<file path="config.mk">
export PLATFORM = sky130hd
export DESIGN_NAME = cax_front
export DESIGN_NICKNAME = d
export VERILOG_FILES = /design/src/sv/cax_pkg.sv /design/src/sv/cax_front.sv
export SDC_FILE = /design/constraint.sdc
export NUM_CORES = 1
export LEC_CHECK = 0
export ABC_AREA = 1
export BUFFER_PORTS_ARGS = -buffer_cell sky130_fd_sc_hd__buf_2
export CAP_MARGIN = 10
export CORE_ASPECT_RATIO = 1.1
export CORE_MARGIN = 3
export CORE_UTILIZATION = 35
export CTS_BUF_LIST = sky130_fd_sc_hd__clkbuf_8
export CTS_CLUSTER_DIAMETER = 50
export DETAILED_ROUTE_END_ITERATION = 7
export SYNTH_ARGS = -nofsm -noshare
export SYNTH_HDL_FRONTEND = slang
export SYNTH_SLANG_ARGS = --single-unit
</file>
<file path="constraint.sdc">
create_clock -name clock -period 7.8 [get_ports clock]
set_input_delay 1.56 -clock clock [delete_from_list [all_inputs] [get_ports clock]]
set_output_delay 1.56 -clock clock [all_outputs]
set_load 0.01 [all_outputs]
</file>
<file path="src/sv/cax_pkg.sv">
// ----------------------------------------------------------------------------
// cax_pkg
// shared types and constants of the complex arithmetic unit
// ----------------------------------------------------------------------------
package cax_pkg;

   // default part format, signed q8.8
   localparam int DEF_PART_WIDTH = 16;
   localparam int DEF_FRAC_BITS  = 8;

   // request queue between front and back, a power of two
   localparam int QUEUE_DEPTH = 4;

   // request mode codes on the port
   localparam logic [2:0] MODE_ADD = 3'd0;
   localparam logic [2:0] MODE_SUB = 3'd1;
   localparam logic [2:0] MODE_MUL = 3'd2;
   localparam logic [2:0] MODE_DIV = 3'd3;
   localparam logic [2:0] MODE_EQ  = 3'd4;
   localparam logic [2:0] MODE_NE  = 3'd5;

   // internal operation class
   typedef enum logic [2:0] {
      OP_NOP,
      OP_ADD,
      OP_SUB,
      OP_MUL,
      OP_DIV,
      OP_EQ,
      OP_NE
   } op_type;

   // head of the request queue as seen by the back end
   typedef struct packed {
      logic   vld;
      op_type op;
   } head_type;

endpackage

</file>
<file path="src/sv/cax_front.sv">
// ----------------------------------------------------------------------------
// cax_front
// accepts requests, classifies the mode and queues them for the back end
// ----------------------------------------------------------------------------
module cax_front
   import cax_pkg::*;
#(
   parameter int PART_WIDTH = DEF_PART_WIDTH
) (
   input  logic                         clock,
   input  logic                         reset,
   input  logic                         req_valid,
   output logic                         req_ready,
   input  logic [2:0]                   req_mode,
   input  logic signed [PART_WIDTH-1:0] req_a_real,
   input  logic signed [PART_WIDTH-1:0] req_a_imag,
   input  logic signed [PART_WIDTH-1:0] req_b_real,
   input  logic signed [PART_WIDTH-1:0] req_b_imag,
   input  logic                         head_take,
   output head_type                     head,
   output logic signed [PART_WIDTH-1:0] head_a_real,
   output logic signed [PART_WIDTH-1:0] head_a_imag,
   output logic signed [PART_WIDTH-1:0] head_b_real,
   output logic signed [PART_WIDTH-1:0] head_b_imag
);

   localparam int PW      = PART_WIDTH;
   localparam int OP_W    = $bits(op_type);
   localparam int ENTRY_W = OP_W + 4 * PW;
   localparam int PTR_W   = $clog2(QUEUE_DEPTH);
   localparam int CNT_W   = $clog2(QUEUE_DEPTH + 1);

   op_type             op_dec;
   logic [ENTRY_W-1:0] queue_ff [QUEUE_DEPTH];
   logic [ENTRY_W-1:0] head_entry;
   logic [PTR_W-1:0]   wr_ptr_ff, wr_ptr_in;
   logic [PTR_W-1:0]   rd_ptr_ff, rd_ptr_in;
   logic [CNT_W-1:0]   count_ff, count_in;
   logic               push;
   logic               pop;

   // mode decode
   always_comb begin
      unique case (req_mode)
         MODE_ADD: op_dec = OP_ADD;
         MODE_SUB: op_dec = OP_SUB;
         MODE_MUL: op_dec = OP_MUL;
         MODE_DIV: op_dec = OP_DIV;
         MODE_EQ:  op_dec = OP_EQ;
         MODE_NE:  op_dec = OP_NE;
         default:  op_dec = OP_NOP;
      endcase
   end

   assign req_ready = (count_ff != CNT_W'(QUEUE_DEPTH));
   assign push      = req_valid && req_ready;
   assign pop       = (count_ff != '0) && head_take;

   assign wr_ptr_in = push ? wr_ptr_ff + PTR_W'(1) : wr_ptr_ff;
   assign rd_ptr_in = pop ? rd_ptr_ff + PTR_W'(1) : rd_ptr_ff;
   assign count_in  = count_ff + CNT_W'(push) - CNT_W'(pop);

   always_ff @(posedge clock) begin
      if (reset) begin
         wr_ptr_ff <= '0;
         rd_ptr_ff <= '0;
         count_ff  <= '0;
      end else begin
         wr_ptr_ff <= wr_ptr_in;
         rd_ptr_ff <= rd_ptr_in;
         count_ff  <= count_in;
      end
   end

   always_ff @(posedge clock) begin
      if (push) begin
         queue_ff[wr_ptr_ff] <= {op_dec, req_a_real, req_a_imag, req_b_real, req_b_imag};
      end
   end

   assign head_entry  = queue_ff[rd_ptr_ff];
   assign head.vld    = (count_ff != '0);
   assign head.op     = op_type'(head_entry[ENTRY_W-1 -: OP_W]);
   assign head_a_real = head_entry[4*PW-1 -: PW];
   assign head_a_imag = head_entry[3*PW-1 -: PW];
   assign head_b_real = head_entry[2*PW-1 -: PW];
   assign head_b_imag = head_entry[PW-1:0];

   a_count_range: assert property (@(posedge clock) disable iff (reset)
      count_ff <= CNT_W'(QUEUE_DEPTH))
      else $error("queue count beyond depth");

   a_ptr_count: assert property (@(posedge clock) disable iff (reset)
      (wr_ptr_ff - rd_ptr_ff) == count_ff[PTR_W-1:0])
      else $error("queue pointers disagree with count");

endmodule

</file>
* Word level (Yosys, flattened, before mapping)
Memory sizes are Yosys's and may differ from the RTL's. A register that Yosys moved wholly into a read port is not among the register bits.
Index checks and enable logic that the tools add are counted.
** Word-level totals
- Memories :: 1
- RAM bits :: 268
- Bits of input ports :: 71
- Flip-flop bits (word level) :: 7
** Memory list
- queue_ff :: words 4, bits a word 67, rd ports 1, clocked after memory_dff 1, wr ports 1, RTL line cax_front.sv:34 : logic [ENTRY_W-1:0] queue_ff [QUEUE_DEPTH];
** Cells by class
- Equal/unequal tests :: 6
- Multiplexer cells :: 5
- Reduce and logical (&&, ||, !) cells :: 4
- Add/sub/neg operators :: 4
** Operators with widths (number)
- 3-bit case mux with 6 select lines :: 1
- 3-bit by 2-bit equality test with 1-bit output (second input constant) :: 2
- 3-bit equality test (second input constant) :: 2
- 2-bit by 1-bit adder with 2-bit output (second input constant) :: 2
- 2-bit two-way mux :: 2
- 3-bit by 1-bit adder with 3-bit output :: 1
- 3-bit by 1-bit equality test with 1-bit output (second input constant) :: 1
- 3-bit zero test :: 1
- 3-bit != test (second input constant) :: 1
- 3-bit nonzero test :: 1
- 3-bit by 1-bit subtractor with 3-bit output :: 1
- 1-bit logical AND :: 2
- 1-bit two-way mux :: 2

* Logic depth before layout (Yosys ltp)
Gate-level depths: netlist (run 1).
- Depth in word-level cells :: 4
- Depth in mapped cells :: 10
- Depth with buffers taken out :: 10

* Least setup slack after synthesis (run 1)
No wires, ideal clock.
- Path kind :: input -> register
- Start :: input req_valid
- End :: memory queue_ff[0][0] (netlist name) (enable)
- Stages on the path :: 2
- Data arrival time :: 4.483 ns
- Setup slack :: 2.824 ns
- Cells stage by stage :: nand2_1 > nor2_1
** On the way
- Cells in the longest elaborated chain, start to end :: 3
** RTL lines
- start: declaration :: RTL line cax_front.sv:12 : input logic req_valid,
- 1-bit logical AND :: RTL line cax_front.sv:56 : assign push = req_valid && req_ready;
- 1-bit two-way mux :: RTL line cax_front.sv:76 : if (push) begin
- 1-bit two-way mux (not written as such) :: RTL line cax_front.sv:77 : queue_ff[wr_ptr_ff] <= {op_dec, req_a_real, req_a_imag, req_b_real, req_b_imag};
- end: declaration :: RTL line cax_front.sv:34
No other way between the ends.

==> out/qor.yml, run 1 <==
route:
  drt_first_iter_violations: 363
  routed_wl_mm: 22.8
  vias: 6329
  antenna_left: 0
  routedWlPerCell_um: 17.9
  dr.pass1.iters: 5
  drc_errors: 0
  viasPerCell: 4.96
synthesis:
  ys_types: 21
  syn_inst: 721
  yosysSeqAreaShare: 0.787
  synth.net_count: 799
  ys_ff_latch: 277
  avgSynthCellArea_sq_um: 14.5
  yosysWarnings: 0
  syn_area_sq_mm: 0.0104
setup_path:
  worstPathMaxFanout: 96
  critPathRequiredTime_ns: 6.24
  endpoint_kind: "output pin"
  startpoint_type: "flip-flop"
  worstPathArrival_ns: 2.72
  worstRegToRegCells: 5
  path_class: "flip-flop to output pin"
die:
  dieHeight_um: 187
  start_util: 0.360
  ios: 140
  row_count: 65
  die_width_um: 171
  core_sq_mm: 0.0290
  dieArea_sq_mm: 0.0320
worst_hold_path:
  hold_depth: 2
  hold_path.class: "flip-flop to flip-flop"
sta:
  finalCriticalPeriod_ns: 4.28
  drv_slew: 0
  setup_slack_ns: 3.52
  tightest_slew_ns: 1.07
  hold_viol: 0
  setup_viol: 0
  rsz0062_at_grt: "no"
  fmax_mhz: 234
  finClkSkew_ns: 0.0165
  finalCritPeriodShare: 0.549
  tns_ns: 0
  slew_headroom: 0.283
clocking:
  cts.sinks: 277
  cts_tree: "done"
  cts_setup_buffers: 0
  cts_resized: 0
  hold_buffers: 0
  htree_num_levels: 2
  clock_path_buffers: 3
  cts_made_buffers: 46
  clk-insertion-delay-late_ns: 0.53
  cts_root_buf: "clkbuf_8"
  clk_pin_slew_ns: 0.06
placed_design:
  dp_hpwl_mm: 12.4
  place_ws_ns: 3.83
  finalWeightedCongestion: 0.705
  placed_cell_area_sq_mm: 0.0114
  dp_cells: 1193
  numPortBuffers: 139
power:
  vdd.ir_drop.worst_mv: 0.147
  p_leak_uw: 0.00434
  p_per_area_mw_per_mm2: 314
  power_uw: 3840
finish:
  final_cells: 1276
  final_nets: 951
  drive_above_1_share: 0.234
  final_cell_area_sq_mm: 0.0122
  syn_to_final_growth_pct: 17.0
global_routing:
  first_global_vias: 6353
  grt_overflow: 0
  grt_max_degree: 135
  antenna_found_initial: 5
  grt_pass1_wl_mm: 35.1
  grtUsageTotal: 0.140
status:
  status: "finished, final reports clean"
job:
  cap_viol_max_count: 0
[synth_stat cells (all sizes together)]
library cell | n | area [sq um]
edfxtp | 268 | 8050
a21oi | 5 | 25.0
clkbuf | 18 | 87.6
o22ai | 67 | 419
ha | 6 | 75.1
fa | 1 | 20.0
nand2 | 14 | 52.6
nor2 | 148 | 556
a21boi | 2 | 15.0
buf | 25 | 198
dfxtp | 9 | 180
nand3 | 3 | 15.0
inv | 18 | 72.6
o21ai | 137 | 686
[state kept, by name, summed over array words and instances (netlist names), named ones only]
signal / cells
rd_ptr_ff: 2
queue_ff: 268
wr_ptr_ff: 2
count_ff: 3
[kinds of logic (layout without fill, tap and decap cells)]
logic type               after synthesis  after routing  synth area share
AO/OA/AOI/OAI                        211            211             0.110
adder cells (fa/ha/maj)                7              7           0.00910
buffers and inverters                 61            247            0.0342
flip-flops                           277            277             0.787
other                                  0              1                 0
AND/OR/NAND/NOR                      165            165            0.0596
[final timing paths]
check	startpoint	to	slack (ns)
hold reg to reg	rd_ptr_ff[0]$_SDFFE_PP0P_	rd_ptr_ff[0]$_SDFFE_PP0P_	0.49
setup reg to reg	count_ff[1]$_SDFF_PP0_	queue_ff[1][21]$_DFFE_PP_	4.90
hold / removal	rd_ptr_ff[0]$_SDFFE_PP0P_	rd_ptr_ff[0]$_SDFFE_PP0P_	0.49
setup / recovery	flip-flop	head_a_real[12]	3.52
[layer usage]
layer	share of wire	up-vias	global-route usage
met1	0.44	3086	0.187
met2	0.46	183	0.222
met5	0.0021	-	0
li1	-	3002	-
met3	0.070	50	0.0419
met4	0.022	8	0.0400
[cells in the final DEF, fill, tap and decap left out, drive strengths merged]
cell | Yosys | routed
a21oi | 5 | 5
clkinv | 0 | 17
ha | 6 | 6
nand2 | 14 | 14
o21ai | 137 | 137
inv | 18 | 34
dfxtp | 9 | 9
o22ai | 67 | 67
diode | 0 | 1
edfxtp | 268 | 268
clkbuf | 18 | 49
nand3 | 3 | 3
buf | 25 | 147
nor2 | 148 | 148
fa | 1 | 1
a21boi | 2 | 2
[critical path, cell delays in order, from the launching register on]
cell and delay (ns):
dfxtp_4 0.62, buf_4 0.77, o21ai_0 0.22, o22ai_1 0.27, buf_2 0.18
[metrics by stage]
step	hold slack (ns)	utilization
2_1_floorplan	0.448	-
3_5_place_dp	0.478	0.393
6_report	0.488	0.421
4_1_cts	0.495	0.421
3_3_place_gp	0.470	0.393
5_1_grt	0.573	0.421
[power by group]
group / switching [uW] / internal (uW) / total [uW]
logic: 586 / 268 / 854
registers: 54.3 / 1820 / 1870
clock network: 534 / 578 / 1110
total: 1170 / 2660 / 3840
[area by class of cell]
cell class | instances | area [sq um]
sequential | 277 | 8230
multi-input combinational | 383 | 1890
clock inverter | 33 | 138
timing repair buffer | 147 | 756
tap | 368 | 460
fill | 2649 | 16800
antenna | 1 | 2.50
clock buffer | 49 | 674
inverter | 18 | 72.6
Power figures use the tool's default switching activity.
==> inputs of run 2 (changes only) <==
--- a/config.mk
+++ b/config.mk
@@ -5,7 +5,7 @@
 export SDC_FILE = /design/constraint.sdc
 export NUM_CORES = 1
 export LEC_CHECK = 0
-export ABC_AREA = 1
+export ABC_AREA = 0
 export BUFFER_PORTS_ARGS = -buffer_cell sky130_fd_sc_hd__buf_2
 export CAP_MARGIN = 10
 export CORE_ASPECT_RATIO = 1.1
==> constraint.sdc (replaced) <==
create_clock -name clock -period 4.1 [get_ports clock]
set_input_delay 0.82 -clock clock [delete_from_list [all_inputs] [get_ports clock]]
set_output_delay 0.82 -clock clock [all_outputs]
set_load 0.01 [all_outputs]
==> run 2 against run 1 <==
- sequential share of layout area rose by 0.64 points
- clock power rose by 100%
- critical path type unchanged
- wire length fell by 20%
- critical endpoint is now head_b_imag[5]
- combinational power rose by 86%
==> out/qor.yml, run 2 <==
status:
  status: "finished, final reports clean"
worst_hold_path:
  hold_path.class: "input pin to flip-flop"
  hold_start: "req_a_imag[2]"
  min_delay_worst_endpoint: "queue_ff[3][34]$_DFFE_PP_"
  hold_depth: 1
global_routing:
  grt_max_degree: 68
  antenna_found_initial: 1
  first_global_vias: 5154
  grt_overflow: 0
  grtUsageTotal: 0.118
  grt_pass1_wl_mm: 28.6
synthesis:
  synth_xor_area_frac: 0.00258
  synth_common_cells: "268 x edfxtp_1, 67 x mux4_2, 9 x dfxtp_1, 9 x nor2_1, 6 x ha_1"
  synth_mux_area_frac: 0.152
  ys_ff_latch: 277
  synth-compound-area-share: 0.00294
  yosysSeqAreaShare: 0.807
  synth.most_common_cell: "edfxtp_1"
  synth-edff-count: 268
  yosysTopAreaCell: "edfxtp_1"
  yosys.area_share.simple: 0.0101
  ys_types: 27
  yosys.area.top_type_share: 0.789
  yosys_most_used_dff: "edfxtp_1"
  syn_area_sq_mm: 0.0102
  synth.net_count: 482
  yosysWarnings: 0
  ys_async_sr_fraction: 0
  synth_top_family_by_area: "multiplexers"
  syn_inst: 404
  synthAdderAreaFrac: 0.00932
  synth_area_leaders: "edfxtp_1 79%, mux4_2 15%, dfxtp_1 1.8%"
  avgSynthCellArea_sq_um: 25.3
finish:
  top_regs: "queue_ff: 268 flops, count_ff: 3 flops"
  finish.utilization: 0.429
  final_common_cell: "edfxtp_1"
  regMostFlops: "queue_ff"
  largest_register_ff_count: 268
  drive_above_1_share: 0.450
  antenna_cells: 0
  syn_to_final_growth_pct: 18.8
  final_nets: 653
  multi_input_area_sq_mm: 0.00182
  fillers: 2456
  register_area_sq_mm: 0.00824
  final_cell_mix: "268 x edfxtp_1, 139 x buf_2, 67 x mux4_2"
job:
  cap_viol_max_count: 0
setup_path:
  worstPathArrival_ns: 2.37
  critPathSlowestCell: "dfxtp_4"
  regToRegSetupSlack_ns: 1.44
  startpoint_type: "flip-flop"
  endpoint_kind: "output pin"
  critPathRequiredTime_ns: 3.28
  path_buf_inv: 2
  cp_top_family: "flip-flops"
  worstPathMaxFanout: 29
  path_class: "flip-flop to output pin"
  worstPathCellList: "buf_4, mux4_2, buf_2"
  r2r-end: "count_ff[2]$_SDFF_PP0_"
  slowest_delay_ns: 0.74
  r2r-start: "count_ff[1]$_SDFF_PP0_"
  worstRegToRegCells: 11
sta:
  rsz0062_at_grt: "no"
  tns_ns: 0
  finClkSkew_ns: 0.0125
  setup_viol: 0
  tightest_slew_ns: 1.09
  finalCriticalPeriod_ns: 3.19
  setup_slack_ns: 0.912
  hold_viol: 0
  slew_headroom: 0.273
  finalCritPeriodShare: 0.777
  drv_slew: 0
  fmax_mhz: 314
placed_design:
  dp_hpwl_mm: 10.3
  finalWeightedCongestion: 0.721
  place_ws_ns: 1.08
  numPortBuffers: 139
clocking:
  cts_root_buf: "clkbuf_8"
  cts_tree: "done"
  clock_path_buffers: 3
  clk-insertion-delay-late_ns: 0.51
  cts.sinks: 277
  htree_num_levels: 2
  cts_made_buffers: 44
  cts_setup_buffers: 0
  hold_buffers: 0
  clk_pin_slew_ns: 0.06
  cts_resized: 0
die:
  row_count: 64
  ios: 140
  dieArea_sq_mm: 0.0312
  core_sq_mm: 0.0283
  dieHeight_um: 185
  die_width_um: 169
  start_util: 0.361
power:
  p_per_area_mw_per_mm2: 624
  p_clk_frac: 0.301
  power_uw: 7560
  vdd.ir_drop.worst_mv: 0.445
  seqPwrFrac: 0.488
  switchingPower_uw: 1990
  p_leak_uw: 0.00410
  switching_share: 0.264
  pwr-share-comb: 0.211
  p_int_uw: 5560
route:
  vias: 4576
  dr.pass1.iters: 4
  viasPerCell: 4.72
  drt_first_iter_violations: 281
  routed_wl_mm: 18.3
  routedWlPerCell_um: 18.9
  antenna_left: 0
  drc_errors: 0
run 2: changes by cell type after synthesis, sizes merged, moves of 4 or more:
| cell | previous run | this run |
|---|---|---|
| clkbuf | 18 | 1 |
| a21oi | 5 | 1 |
| mux4 | 0 | 67 |
| nor2 | 148 | 9 |
| buf | 25 | 15 |
| and2 | 0 | 5 |
| o22ai | 67 | 0 |
| o21ai | 137 | 0 |
| nand2 | 14 | 2 |
| inv | 18 | 5 |
run 2: how the worst max path moves through the flow:
stage,from,end,cells after the start
global route,flip-flop,head_b_imag[5],3
detailed placement,req_valid,count_ff[2]$_SDFF_PP0_,11
floorplan,req_valid,queue_ff[0][0]$_DFFE_PP_,2
finish,flip-flop,head_b_imag[5],3
CTS,flip-flop,head_b_imag[5],3
global placement,req_valid,count_ff[2]$_SDFF_PP0_,11
run 2: per-stage QoR:
stage	std cells	instance area, sq um	hold WS (ns)
2_1_floorplan	404	10200	0.482
3_3_place_gp	892	11200	0.494
3_5_place_dp	892	11200	0.521
4_1_cts	970	12100	0.462
5_1_grt	970	12100	0.470
6_report	970	12100	0.514
run 2: cell type report:
| cell class | instances | share of cell area |
|---|---|---|
| Clock inverter | 29 | 0.0162 |
| Clock buffer | 49 | 0.0557 |
| Tap cell | 363 | 0.0375 |
| Sequential cell | 277 | 0.680 |
| Multi-Input combinational cell | 106 | 0.150 |
| Timing Repair Buffer | 141 | 0.0597 |
| Inverter | 5 | 0.00155 |
run 2: power groups by stage:
stage / Sequential, uW / Clock [uW] / Combinational (uW)
2_1_floorplan: 3610 / 0 / 1220
3_3_place_gp: 3740 / 0 / 1630
3_5_place_dp: 3770 / 0 / 1650
4_1_cts: 3710 / 2350 / 1650
5_1_grt: 3740 / 2490 / 1740
6_report: 3690 / 2270 / 1590
run 2: cell families after synthesis:
| group | after synthesis |
|---|---|
| and+or+nand+nor | 21 |
| buffers and inverters | 21 |
| DFF | 277 |
| AOI/OAI and AO/OA | 4 |
| adders and majority gates | 7 |
| xor gates and xnor gates | 3 |
| muxes | 71 |
run 2: worst reg2reg max path, delay by kind of cell, from the launching register on:
family / cells / cell delay, ns
buf+inv: 3 / 0.23
xor+xnor: 1 / 0.16
simple gates: 3 / 0.44
fa+ha+maj: 3 / 0.84
compound gates: 1 / 0.45
flops: 1 / 0.45
run 2: layer usage:
metal / share of wire / vias up / routed length [um] / GRT usage
met5: 0.00071 / - / 13 / 0
met4: 0.019 / 2 / 346 / 0.0370
met3: 0.075 / 34 / 1380 / 0.0384
met2: 0.52 / 137 / 9450 / 0.203
met1: 0.39 / 2347 / 7100 / 0.142
li1: - / 2056 / - / -
